==> src/rtl/adw_pkg.sv <==
// ----------------------------------------------------------------------------
// adw_pkg
// Types and constants shared by the archive directory walker modules.
// ----------------------------------------------------------------------------
package adw_pkg;

    // Walk phases, one-hot coded.
    typedef enum logic [4:0] {
        PH_IDLE   = 5'b00001,
        PH_HEADER = 5'b00010,
        PH_FIXED  = 5'b00100,
        PH_NAME   = 5'b01000,
        PH_DONE   = 5'b10000
    } phase_t;

    // Result status codes.
    localparam logic [1:0] ST_MEMBER  = 2'd0;
    localparam logic [1:0] ST_SUMMARY = 2'd1;
    localparam logic [1:0] ST_REJECT  = 2'd2;

    // Reject reason codes.
    localparam logic [3:0] RS_NONE     = 4'd0;
    localparam logic [3:0] RS_SHORT    = 4'd1;
    localparam logic [3:0] RS_TAG      = 4'd2;
    localparam logic [3:0] RS_DIRZERO  = 4'd3;
    localparam logic [3:0] RS_COUNT    = 4'd4;
    localparam logic [3:0] RS_OVERFLOW = 4'd5;
    localparam logic [3:0] RS_CHAIN    = 4'd6;
    localparam logic [3:0] RS_RANGE    = 4'd7;
    localparam logic [3:0] RS_INDIR    = 4'd8;
    localparam logic [3:0] RS_NAME     = 4'd9;
    localparam logic [3:0] RS_EMPTY    = 4'd10;
    localparam logic [3:0] RS_ADJACENT = 4'd11;

    // Configuration register indexes.
    localparam logic [1:0] CFG_SPAN = 2'd0;
    localparam logic [1:0] CFG_BASE = 2'd1;

    // Layout constants.
    localparam int HDR_LEN   = 14;
    localparam int FIXED_LEN = 26;
    localparam int MIN_REC   = 28;
    localparam int MIN_SPAN  = 47;
    localparam logic [15:0] HDR_TAG = 16'h000E;

    // One result item.
    typedef struct packed {
        logic [1:0]  status;
        logic [3:0]  reason;
        logic [15:0] member_count;
        logic [32:0] record_offset;
        logic [8:0]  record_length;
        logic [32:0] payload_offset;
        logic [30:0] packed_size;
        logic [30:0] unpacked_size;
        logic        method_byte;
        logic [31:0] timestamp;
        logic [31:0] image_extent;
        logic        last_result;
    } result_t;

endpackage

==> src/rtl/archive_directory_walker_unit.sv <==
// ----------------------------------------------------------------------------
// archive_directory_walker_unit
// Walks the header and directory of a disk image and reports its members.
// ----------------------------------------------------------------------------
// Usage: image bytes enter one per item on the in channel, in file order,
// with start_flag set on the byte at offset 0. Each accepted member gives a
// result item; the walk closes with one summary or one reject item, marked
// by last_result. Bytes after the end are ignored until the next start.
// The cfg channel writes image_span (index 0) and image_base (index 1); it
// is always ready. The user must write it only while the walker is idle;
// the block does not enforce this. Throughput: one byte per cycle while
// in_ready is high. A byte is processed in the cycle it is accepted; its
// results go to a four-entry result queue, and one byte can cause two
// results (member and summary). in_ready is held low while fewer than two
// entries are free. When the receiver stalls the queue fills and input
// stops after at most four waiting results.
// Reset clears the walk to idle, empties the queue and zeroes both
// configuration registers.
// ----------------------------------------------------------------------------
module archive_directory_walker_unit #(
    parameter int MAX_NAME_LENGTH = 255
) (
    input  logic        clk,
    input  logic        rst_n,
    input  logic        in_valid,
    output logic        in_ready,
    input  logic [7:0]  image_byte,
    input  logic        start_flag,
    input  logic        cfg_valid,
    output logic        cfg_ready,
    input  logic [1:0]  cfg_index,
    input  logic [31:0] cfg_data,
    output logic        out_valid,
    input  logic        out_ready,
    output logic [1:0]  status,
    output logic [3:0]  reason,
    output logic [15:0] member_count,
    output logic [32:0] record_offset,
    output logic [8:0]  record_length,
    output logic [32:0] payload_offset,
    output logic [30:0] packed_size,
    output logic [30:0] unpacked_size,
    output logic        method_byte,
    output logic [31:0] timestamp,
    output logic [31:0] image_extent,
    output logic        last_result
);
    import adw_pkg::*;

    logic [31:0] span_reg, base_reg;
    logic [1:0]  head_reg, head_next, tail_reg, tail_next;
    logic [2:0]  cnt_reg, cnt_next;
    result_t     q_reg [0:3];
    result_t     res0, res1, head_item;
    logic [1:0]  res_n;
    logic        fire, pop;

    assign cfg_ready = 1'b1;
    assign in_ready  = (cnt_reg <= 3'd2);
    assign fire      = in_valid && in_ready;
    assign out_valid = (cnt_reg != 3'd0);
    assign pop       = out_valid && out_ready;

    // Configuration registers.
    always_ff @(posedge clk or negedge rst_n)
    begin
        if (!rst_n)
        begin
            span_reg <= '0;
            base_reg <= '0;
        end
        else if (cfg_valid)
        begin
            if (cfg_index == CFG_SPAN) span_reg <= cfg_data;
            if (cfg_index == CFG_BASE) base_reg <= cfg_data;
        end
    end

    adw_walk #(
        .MAX_NAME_LENGTH (MAX_NAME_LENGTH)
    ) u_walk (
        .clk        (clk),
        .rst_n      (rst_n),
        .fire       (fire),
        .image_byte (image_byte),
        .start_flag (start_flag),
        .span       (span_reg),
        .base       (base_reg),
        .res_n      (res_n),
        .res0       (res0),
        .res1       (res1)
    );

    // Result queue pointers.
    always_comb
    begin
        head_next = head_reg + 2'(pop);
        tail_next = tail_reg + res_n;
        cnt_next  = cnt_reg + 3'(res_n) - 3'(pop);
    end

    always_ff @(posedge clk or negedge rst_n)
    begin
        if (!rst_n)
        begin
            head_reg <= '0;
            tail_reg <= '0;
            cnt_reg  <= '0;
        end
        else
        begin
            head_reg <= head_next;
            tail_reg <= tail_next;
            cnt_reg  <= cnt_next;
        end
    end

    // Result queue storage.
    always_ff @(posedge clk)
    begin
        if (res_n != 2'd0) q_reg[tail_reg] <= res0;
        if (res_n == 2'd2) q_reg[tail_reg + 2'd1] <= res1;
    end

    assign head_item      = q_reg[head_reg];
    assign status         = head_item.status;
    assign reason         = head_item.reason;
    assign member_count   = head_item.member_count;
    assign record_offset  = head_item.record_offset;
    assign record_length  = head_item.record_length;
    assign payload_offset = head_item.payload_offset;
    assign packed_size    = head_item.packed_size;
    assign unpacked_size  = head_item.unpacked_size;
    assign method_byte    = head_item.method_byte;
    assign timestamp      = head_item.timestamp;
    assign image_extent   = head_item.image_extent;
    assign last_result    = head_item.last_result;

endmodule

==> src/rtl/adw_walk.sv <==
// ----------------------------------------------------------------------------
// adw_walk
// Per-byte walker: header checks, record capture and checks, result build.
// ----------------------------------------------------------------------------
module adw_walk #(
    parameter int MAX_NAME_LENGTH = 255
) (
    input  logic                 clk,
    input  logic                 rst_n,
    input  logic                 fire,
    input  logic [7:0]           image_byte,
    input  logic                 start_flag,
    input  logic [31:0]          span,
    input  logic [31:0]          base,
    output logic [1:0]           res_n,
    output adw_pkg::result_t     res0,
    output adw_pkg::result_t     res1
);
    import adw_pkg::*;

    phase_t      phase_reg, phase_next;
    logic [16:0] pos_reg, pos_next;
    logic [15:0] dlen_reg, dlen_next;
    logic [15:0] acnt_reg, acnt_next;
    logic [16:0] rstart_reg, rstart_next;
    logic [8:0]  nlen_reg, nlen_next;
    logic [2:0]  nflag_reg, nflag_next;
    logic [15:0] done_reg, done_next;
    logic        fpv_reg, fpv_next;
    logic [31:0] fp_reg, fp_next;
    logic [32:0] fend_reg, fend_next;
    logic [7:0]  rb_reg [0:25];

    logic [4:0]  wr_idx;
    logic        rb_we;
    logic        cur_we;
    logic [16:0] k_w;
    logic [7:0]  cur [0:25];

    // Summary or the reject that replaces it at the end of a walk.
    function automatic result_t make_summary(input logic [15:0] n, input logic fpv,
                                             input logic [31:0] fp, input logic [15:0] dl,
                                             input logic [32:0] fe, input logic [31:0] sp);
        result_t r;
        logic [16:0] dend;
        r = '0;
        dend = 17'(dl) + 17'(HDR_LEN);
        r.last_result = 1'b1;
        if (n == 16'd0) begin
            r.status = ST_REJECT;
            r.reason = RS_EMPTY;
        end else if (!fpv || fp != 32'(dend)) begin
            r.status = ST_REJECT;
            r.reason = RS_ADJACENT;
        end else begin
            r.status = ST_SUMMARY;
            r.member_count = n;
            r.image_extent = (fe < {1'b0, sp}) ? fe[31:0] : sp;
        end
        return r;
    endfunction

    function automatic result_t make_reject(input logic [3:0] rsn);
        result_t r;
        r = '0;
        r.status = ST_REJECT;
        r.reason = rsn;
        r.last_result = 1'b1;
        return r;
    endfunction

    // Byte store write position and the view with the current byte merged in.
    // The byte is merged only where it is a header or fixed record byte.
    assign k_w = pos_reg - 17'(HDR_LEN) - rstart_reg;
    assign wr_idx = start_flag ? 5'd0 :
                    (phase_reg == PH_HEADER) ? pos_reg[4:0] : k_w[4:0];
    assign cur_we = start_flag || (phase_reg == PH_HEADER) ||
                    (phase_reg == PH_FIXED && k_w < 17'(FIXED_LEN));

    always_comb
    begin
        for (int i = 0; i < 26; i++)
        begin
            cur[i] = (cur_we && wr_idx == 5'(i)) ? image_byte : rb_reg[i];
        end
    end

    // Walk step for one accepted item.
    always_comb
    begin
        phase_t      ph;
        logic [16:0] pos, d, rs;
        logic [15:0] dl, ac, rd;
        logic [8:0]  nl;
        logic [2:0]  nf;
        logic        fpv, stop;
        logic [31:0] fp, nxt, dat, pln, cmp;
        logic [32:0] fe, pend;
        logic [16:0] dend;
        logic [20:0] need;
        logic        bad;

        ph = phase_reg; pos = pos_reg; dl = dlen_reg; ac = acnt_reg; rs = rstart_reg;
        nl = nlen_reg; nf = nflag_reg; rd = done_reg; fpv = fpv_reg; fp = fp_reg;
        fe = fend_reg; stop = 1'b0;
        d = '0; dend = '0; need = '0; bad = 1'b0; pend = '0;
        nxt = {cur[3], cur[2], cur[1], cur[0]};
        dat = {cur[9], cur[8], cur[7], cur[6]};
        pln = {cur[17], cur[16], cur[15], cur[14]};
        cmp = {cur[21], cur[20], cur[19], cur[18]};
        res_n = 2'd0; res0 = '0; res1 = '0; rb_we = 1'b0;

        if (fire)
        begin
            // A start byte restarts the walk.
            if (start_flag)
            begin
                ph = PH_HEADER; pos = '0; dl = '0; ac = '0; rs = '0; nl = '0; nf = '0;
                rd = '0; fpv = 1'b0; fp = '0; fe = '0;
                if (span < 32'(MIN_SPAN))
                begin
                    res0 = make_reject(RS_SHORT); res_n = 2'd1; ph = PH_DONE; stop = 1'b1;
                end
            end
            if (!stop)
            begin
                case (ph)
                    PH_HEADER:
                    begin
                        rb_we = 1'b1;
                        pos = pos + 17'd1;
                        if (pos == 17'(HDR_LEN))
                        begin
                            dl = {cur[7], cur[6]};
                            ac = {cur[11], cur[10]};
                            need = 21'(ac) * 21'(MIN_REC);
                            res_n = 2'd1; ph = PH_DONE;
                            if ({cur[5], cur[4]} != HDR_TAG) res0 = make_reject(RS_TAG);
                            else if (dl == 16'd0) res0 = make_reject(RS_DIRZERO);
                            else if (ac == 16'd0 || need > 21'(dl)) res0 = make_reject(RS_COUNT);
                            else if (33'(dl) + 33'(HDR_LEN) > {1'b0, span})
                                res0 = make_reject(RS_OVERFLOW);
                            else
                            begin
                                res_n = 2'd0; ph = PH_FIXED;
                                fe = 33'(dl) + 33'(HDR_LEN); rs = '0;
                            end
                        end
                    end
                    PH_FIXED, PH_NAME:
                    begin
                        d = pos - 17'(HDR_LEN);
                        pos = pos + 17'd1;
                        if (d >= 17'(dl))
                        begin
                            res0 = make_summary(rd, fpv, fp, dl, fe, span);
                            res_n = 2'd1; ph = PH_DONE;
                        end
                        else if (ph == PH_FIXED)
                        begin
                            if (k_w >= 17'(FIXED_LEN))
                            begin
                                res0 = make_summary(rd, fpv, fp, dl, fe, span);
                                res_n = 2'd1; ph = PH_DONE;
                            end
                            else
                            begin
                                rb_we = 1'b1;
                                if (k_w == 17'(FIXED_LEN - 1))
                                begin
                                    if (cur[24] != 8'd1 || cur[25] > 8'd1 || nxt[31] ||
                                        dat[31] || pln[31] || cmp[31] || cmp < 32'd5)
                                    begin
                                        res0 = make_summary(rd, fpv, fp, dl, fe, span);
                                        res_n = 2'd1; ph = PH_DONE;
                                    end
                                    else
                                    begin
                                        nl = '0; nf = '0; ph = PH_NAME;
                                    end
                                end
                            end
                        end
                        else if (image_byte == 8'd0)
                        begin
                            // Name terminator: record checks, then the member result.
                            dend = 17'(dl) + 17'(HDR_LEN);
                            res_n = 2'd1; ph = PH_DONE;
                            if (nl == 9'd0)
                                res0 = make_summary(rd, fpv, fp, dl, fe, span);
                            else if ({1'b0, nxt} != 33'(d) + 33'(HDR_LEN + 1))
                                res0 = make_reject(RS_CHAIN);
                            else if (dat > span || cmp > span - dat)
                                res0 = make_reject(RS_RANGE);
                            else if (dat < 32'(dend))
                                res0 = make_reject(RS_INDIR);
                            else if (nf[0] || (nl == 9'd2 && nf[2:1] == 2'b11))
                                res0 = make_reject(RS_NAME);
                            else
                            begin
                                if (!fpv)
                                begin
                                    fpv = 1'b1; fp = dat;
                                end
                                res0.status = ST_MEMBER;
                                res0.member_count = rd;
                                res0.record_offset = 33'(base) + 33'(HDR_LEN) + 33'(rs);
                                res0.record_length = 9'(FIXED_LEN + 1) + nl;
                                res0.payload_offset = 33'(base) + 33'(dat) + 33'd4;
                                res0.packed_size = 31'(cmp - 32'd4);
                                res0.unpacked_size = pln[30:0];
                                res0.method_byte = cur[25][0];
                                res0.timestamp = {cur[13], cur[12], cur[11], cur[10]};
                                pend = 33'(dat) + 33'(cmp);
                                if (pend > fe) fe = pend;
                                rd = rd + 16'd1;
                                rs = d + 17'd1;
                                ph = PH_FIXED;
                                if (rd >= ac || 18'(rs) + 18'(FIXED_LEN) > 18'(dl))
                                begin
                                    res1 = make_summary(rd, fpv, fp, dl, fe, span);
                                    res_n = 2'd2; ph = PH_DONE;
                                end
                            end
                        end
                        else
                        begin
                            // Name character.
                            nl = nl + 9'd1;
                            bad = image_byte < 8'h20 || image_byte > 8'h7E ||
                                  image_byte == "/" || image_byte == "\\" ||
                                  image_byte == ":" || image_byte == "*" ||
                                  image_byte == "?" || image_byte == "\"" ||
                                  image_byte == "<" || image_byte == ">" ||
                                  image_byte == "|";
                            if (bad) nf[0] = 1'b1;
                            if (image_byte == "." && nl == 9'd1) nf[1] = 1'b1;
                            if (image_byte == "." && nl == 9'd2) nf[2] = 1'b1;
                            if (nl > 9'(MAX_NAME_LENGTH) || d + 17'd1 >= 17'(dl))
                            begin
                                res0 = make_summary(rd, fpv, fp, dl, fe, span);
                                res_n = 2'd1; ph = PH_DONE;
                            end
                        end
                    end
                    default:
                    begin
                        ph = ph;
                    end
                endcase
            end
        end

        phase_next = ph; pos_next = pos; dlen_next = dl; acnt_next = ac; rstart_next = rs;
        nlen_next = nl; nflag_next = nf; done_next = rd; fpv_next = fpv; fp_next = fp;
        fend_next = fe;
    end

    // Walk state registers.
    always_ff @(posedge clk or negedge rst_n)
    begin
        if (!rst_n)
        begin
            phase_reg  <= PH_IDLE;
            pos_reg    <= '0;
            dlen_reg   <= '0;
            acnt_reg   <= '0;
            rstart_reg <= '0;
            nlen_reg   <= '0;
            nflag_reg  <= '0;
            done_reg   <= '0;
            fpv_reg    <= 1'b0;
            fp_reg     <= '0;
            fend_reg   <= '0;
        end
        else
        begin
            phase_reg  <= phase_next;
            pos_reg    <= pos_next;
            dlen_reg   <= dlen_next;
            acnt_reg   <= acnt_next;
            rstart_reg <= rstart_next;
            nlen_reg   <= nlen_next;
            nflag_reg  <= nflag_next;
            done_reg   <= done_next;
            fpv_reg    <= fpv_next;
            fp_reg     <= fp_next;
            fend_reg   <= fend_next;
        end
    end

    // Header and record byte store.
    always_ff @(posedge clk)
    begin
        if (rb_we && wr_idx < 5'(FIXED_LEN))
        begin
            rb_reg[wr_idx] <= image_byte;
        end
    end

endmodule

==> config.mk <==
export PLATFORM = sky130hd
export DESIGN_NAME = archive_directory_walker_unit
export DESIGN_NICKNAME = d
export VERILOG_FILES = /design/src/rtl/adw_pkg.sv /design/src/rtl/archive_directory_walker_unit.sv /design/src/rtl/adw_walk.sv
export SDC_FILE = /design/constraint.sdc
export NUM_CORES = 2
export LEC_CHECK = 0
export ABC_CLOCK_PERIOD_IN_PS = 45600
export BUFFER_PORTS_ARGS = -buffer_cell sky130_fd_sc_hd__buf_4
export CAP_MARGIN = 15
export CORE_MARGIN = 5
export CORE_UTILIZATION = 33
export DETAILED_ROUTE_END_ITERATION = 12
export PLACE_DENSITY_LB_ADDON = 0.3
export SLEW_MARGIN = 30
export SYNTH_ARGS = -nofsm -noshare
export SYNTH_HDL_FRONTEND = slang
export SYNTH_HIERARCHICAL = 1
export SYNTH_SLANG_ARGS = --single-unit
==> constraint.sdc <==
create_clock -name clk -period 45.6 [get_ports clk]
set_clock_uncertainty 0.15 [all_clocks]
set_input_delay 6.84 -clock clk [delete_from_list [all_inputs] [get_ports clk]]
set_output_delay 6.84 -clock clk [all_outputs]
set_load 0.02 [all_outputs]
==> impl_metrics.ini <==
[status]
status = finished clean

[cts]
post_cts_buffers = 0
root_buffer = clkbuf_16
numCtsBuffers = 152
cts_tree = done
clock_latency_ns = 0.83
clkTransAtPathRegs_ns = 0.06
clk_path_buf_depth = 3
cts_sinks = 1328
cts_hold_buf = 0
htreeDepth = 4
cts_resized = 0

[routing]
antenna_left = 0
vias = 59300
drtIter0Drc = 5245
viasPerCell = 5.47
wl_per_cell_um = 26.6
drc = 0
drt_first_pass_iters = 6
routed_wl_um = 288000

[die]
core-area_mm2 = 0.260
die_area_mm2 = 0.272
num_rows = 187
die_x_um = 521
ios = 276
start_util = 0.332
die_h_um = 521

[yosys]
synth.distinct_cells = 108
mappedNetlistArea_mm2 = 0.0863
yosys.area.top_type_share = 0.380
synth_edf_count = 1092
postSynthAreaPerCell_um2 = 12.3
synth_top_area_cell = edfxtp_1
ys_top_cells_by_area = edfxtp_1 (38%), mux2_2 (8.8%), dfrtp_1 (6.8%)
synth_ff_type = edfxtp_1
synth-seq-area-share = 0.448
syn_inst = 7019
async_flop_share = 0.178
ys_seq_elements = 1328
synth_warnings = 6

[pwr]
p_leak_nw = 36.3
power.density_mw_per_mm2 = 39.3
irDropWorstVdd_mv = 0.0380

[sta]
hold_viol = 0
layout_min_cycle_time_ns = 18.81
min_period_over_period = 0.412
worst_pin_slew_ns = 1.10
maxSlewViolCount = 0
totalNegativeSetupSlack_ns = 0
slew_headroom = 0.267
report.final.setup_viol = 0
rsz0062_at_grt = false
fin_ws_ns = 26.79
max_freq_mhz = 53.2

[min_path]
min_from = u_walk/nflag_reg[0]
min-delay-path-class = flop to flop

[worst_setup_path]
cp.required_ns = 46.02
slowest_stage = and4bb_4
cp-start-kind = input pin
cp-startpoint = start_flag
r2r-start = u_walk/pos_reg[1]
end_kind = flop
cp_max_fo = 42
arrival_ns = 19.23
cpPeakStageDelay_ns = 0.93
path_class = input pin to flop

[layout]
num-nets-final = 7763
drive_above_1_share = 0.260
syn_to_final_growth_pct = 11.6
n_fill_cell = 25000
largest_reg_flops = 900
layout_common_cells = edfxtp_1 (1,092), mux2_2 (678), ha_1 (469)
final_common_cell = edfxtp_1

[global_routing]
grt_pass1_vias = 58700
grt_first_pass_wirelength_um = 416000
grt_util_all_layers = 0.205
grt-ovfl-total = 0
antenna_found_initial = 14
grt_max_degree = 126

[job]
drv_cap = 0

[place]
dp_worst_setup_slack_ns = 26.13
gp_congestion = 0.958
portBuffers = 274
dp_hpwl_um = 208000
## layout make-up
type	instances	area [µm²]	area share
inverters	316	1190	0.0123
clock inverters	65	996	0.0103
well taps	3496	4370	0.0454
flip-flops and latches	1328	38700	0.402
clock buffers	205	4130	0.0428
repair buffers	405	3120	0.0324
multi-input cells	5021	43800	0.455
diodes	10	25.0	0.000260
## stage by stage
stage / cells / hold WS, ns / utilization / power, mW / area (µm²)
4_1_cts: 10800 / 0.331 / 0.371 / 3.84 / 96300
3_5_place_dp: 10600 / 0.318 / 0.351 / 2.56 / 91200
2_1_floorplan: 7189 / 0.292 / - / 2.09 / 87000
6_report: 10800 / 0.327 / 0.371 / 3.78 / 96400
5_1_grt: 10800 / 0.344 / 0.371 / 3.94 / 96400
3_3_place_gp: 10600 / 0.316 / 0.351 / 2.56 / 91200
## critical path: cells and delay by family
family / cells / cell delay [ns]
muxes: 2 / 0.89
AOI/OAI and AO/OA: 21 / 4.71
and+or+nand+nor: 9 / 1.98
xor gates and xnor gates: 1 / 0.16
buffers and inverters: 7 / 3.33
adders and majority gates: 3 / 1.02
## final timing paths
path | end | cells after the start | slack [ns]
worst max-delay path | q_reg[2][33] | 43 | 26.79
worst max register to register | q_reg[2][33] | 47 | 29.44
worst min register to register | u_walk/nflag_reg[0] | 2 | 0.33
max in group asynchronous | base_reg[19] | 2 | 38.14
min in group asynchronous | u_walk/pos_reg[11] | 1 | 5.86
worst min-delay path | u_walk/nflag_reg[0] | 2 | 0.33
## Yosys cell counts, types with 153 or more instances
library cell and n:
xnor2_1 200, clkbuf_1 153, inv_1 309, edfxtp_1 1092, nand2_1 378, mux2_2 678, nor2_1 425, dfrtp_1 235
mux4_2 225, a21oi_1 272, ha_1 469, buf_4 193, mux2i_1 160, o21ai_0 267, mux2_4 289
## cell families (layout without fill, tap and decap cells)
group | count (synthesis) | after routing | synth area share
and+or+nand+nor | 1588 | 1588 | 0.0913
muxes | 1398 | 1398 | 0.222
DFF | 1328 | 1328 | 0.448
AOI/OAI and AO/OA | 1052 | 1052 | 0.0794
buffers and inverters | 840 | 991 | 0.0534
adders and majority gates | 495 | 495 | 0.0735
xor gates and xnor gates | 316 | 316 | 0.0321
other | 2 | 182 | 0.0000870
## report_power, final
part	switching (mW)	total (mW)	internal (mW)
logic	0.667	1.14	0.473
registers	0.0540	1.37	1.32
clock network	0.528	1.27	0.743
## per-layer routing
metal | global-route usage | vias to the layer above | part of all wire
li1 | - | 26500 | -
met1 | 0.277 | 30300 | 0.43
met2 | 0.336 | 2090 | 0.47
met3 | 0.0286 | 436 | 0.059
met4 | 0.0721 | 4 | 0.038
met5 | 0 | - | 0.00010
Note: power is estimated with default switching activity, not from simulation.
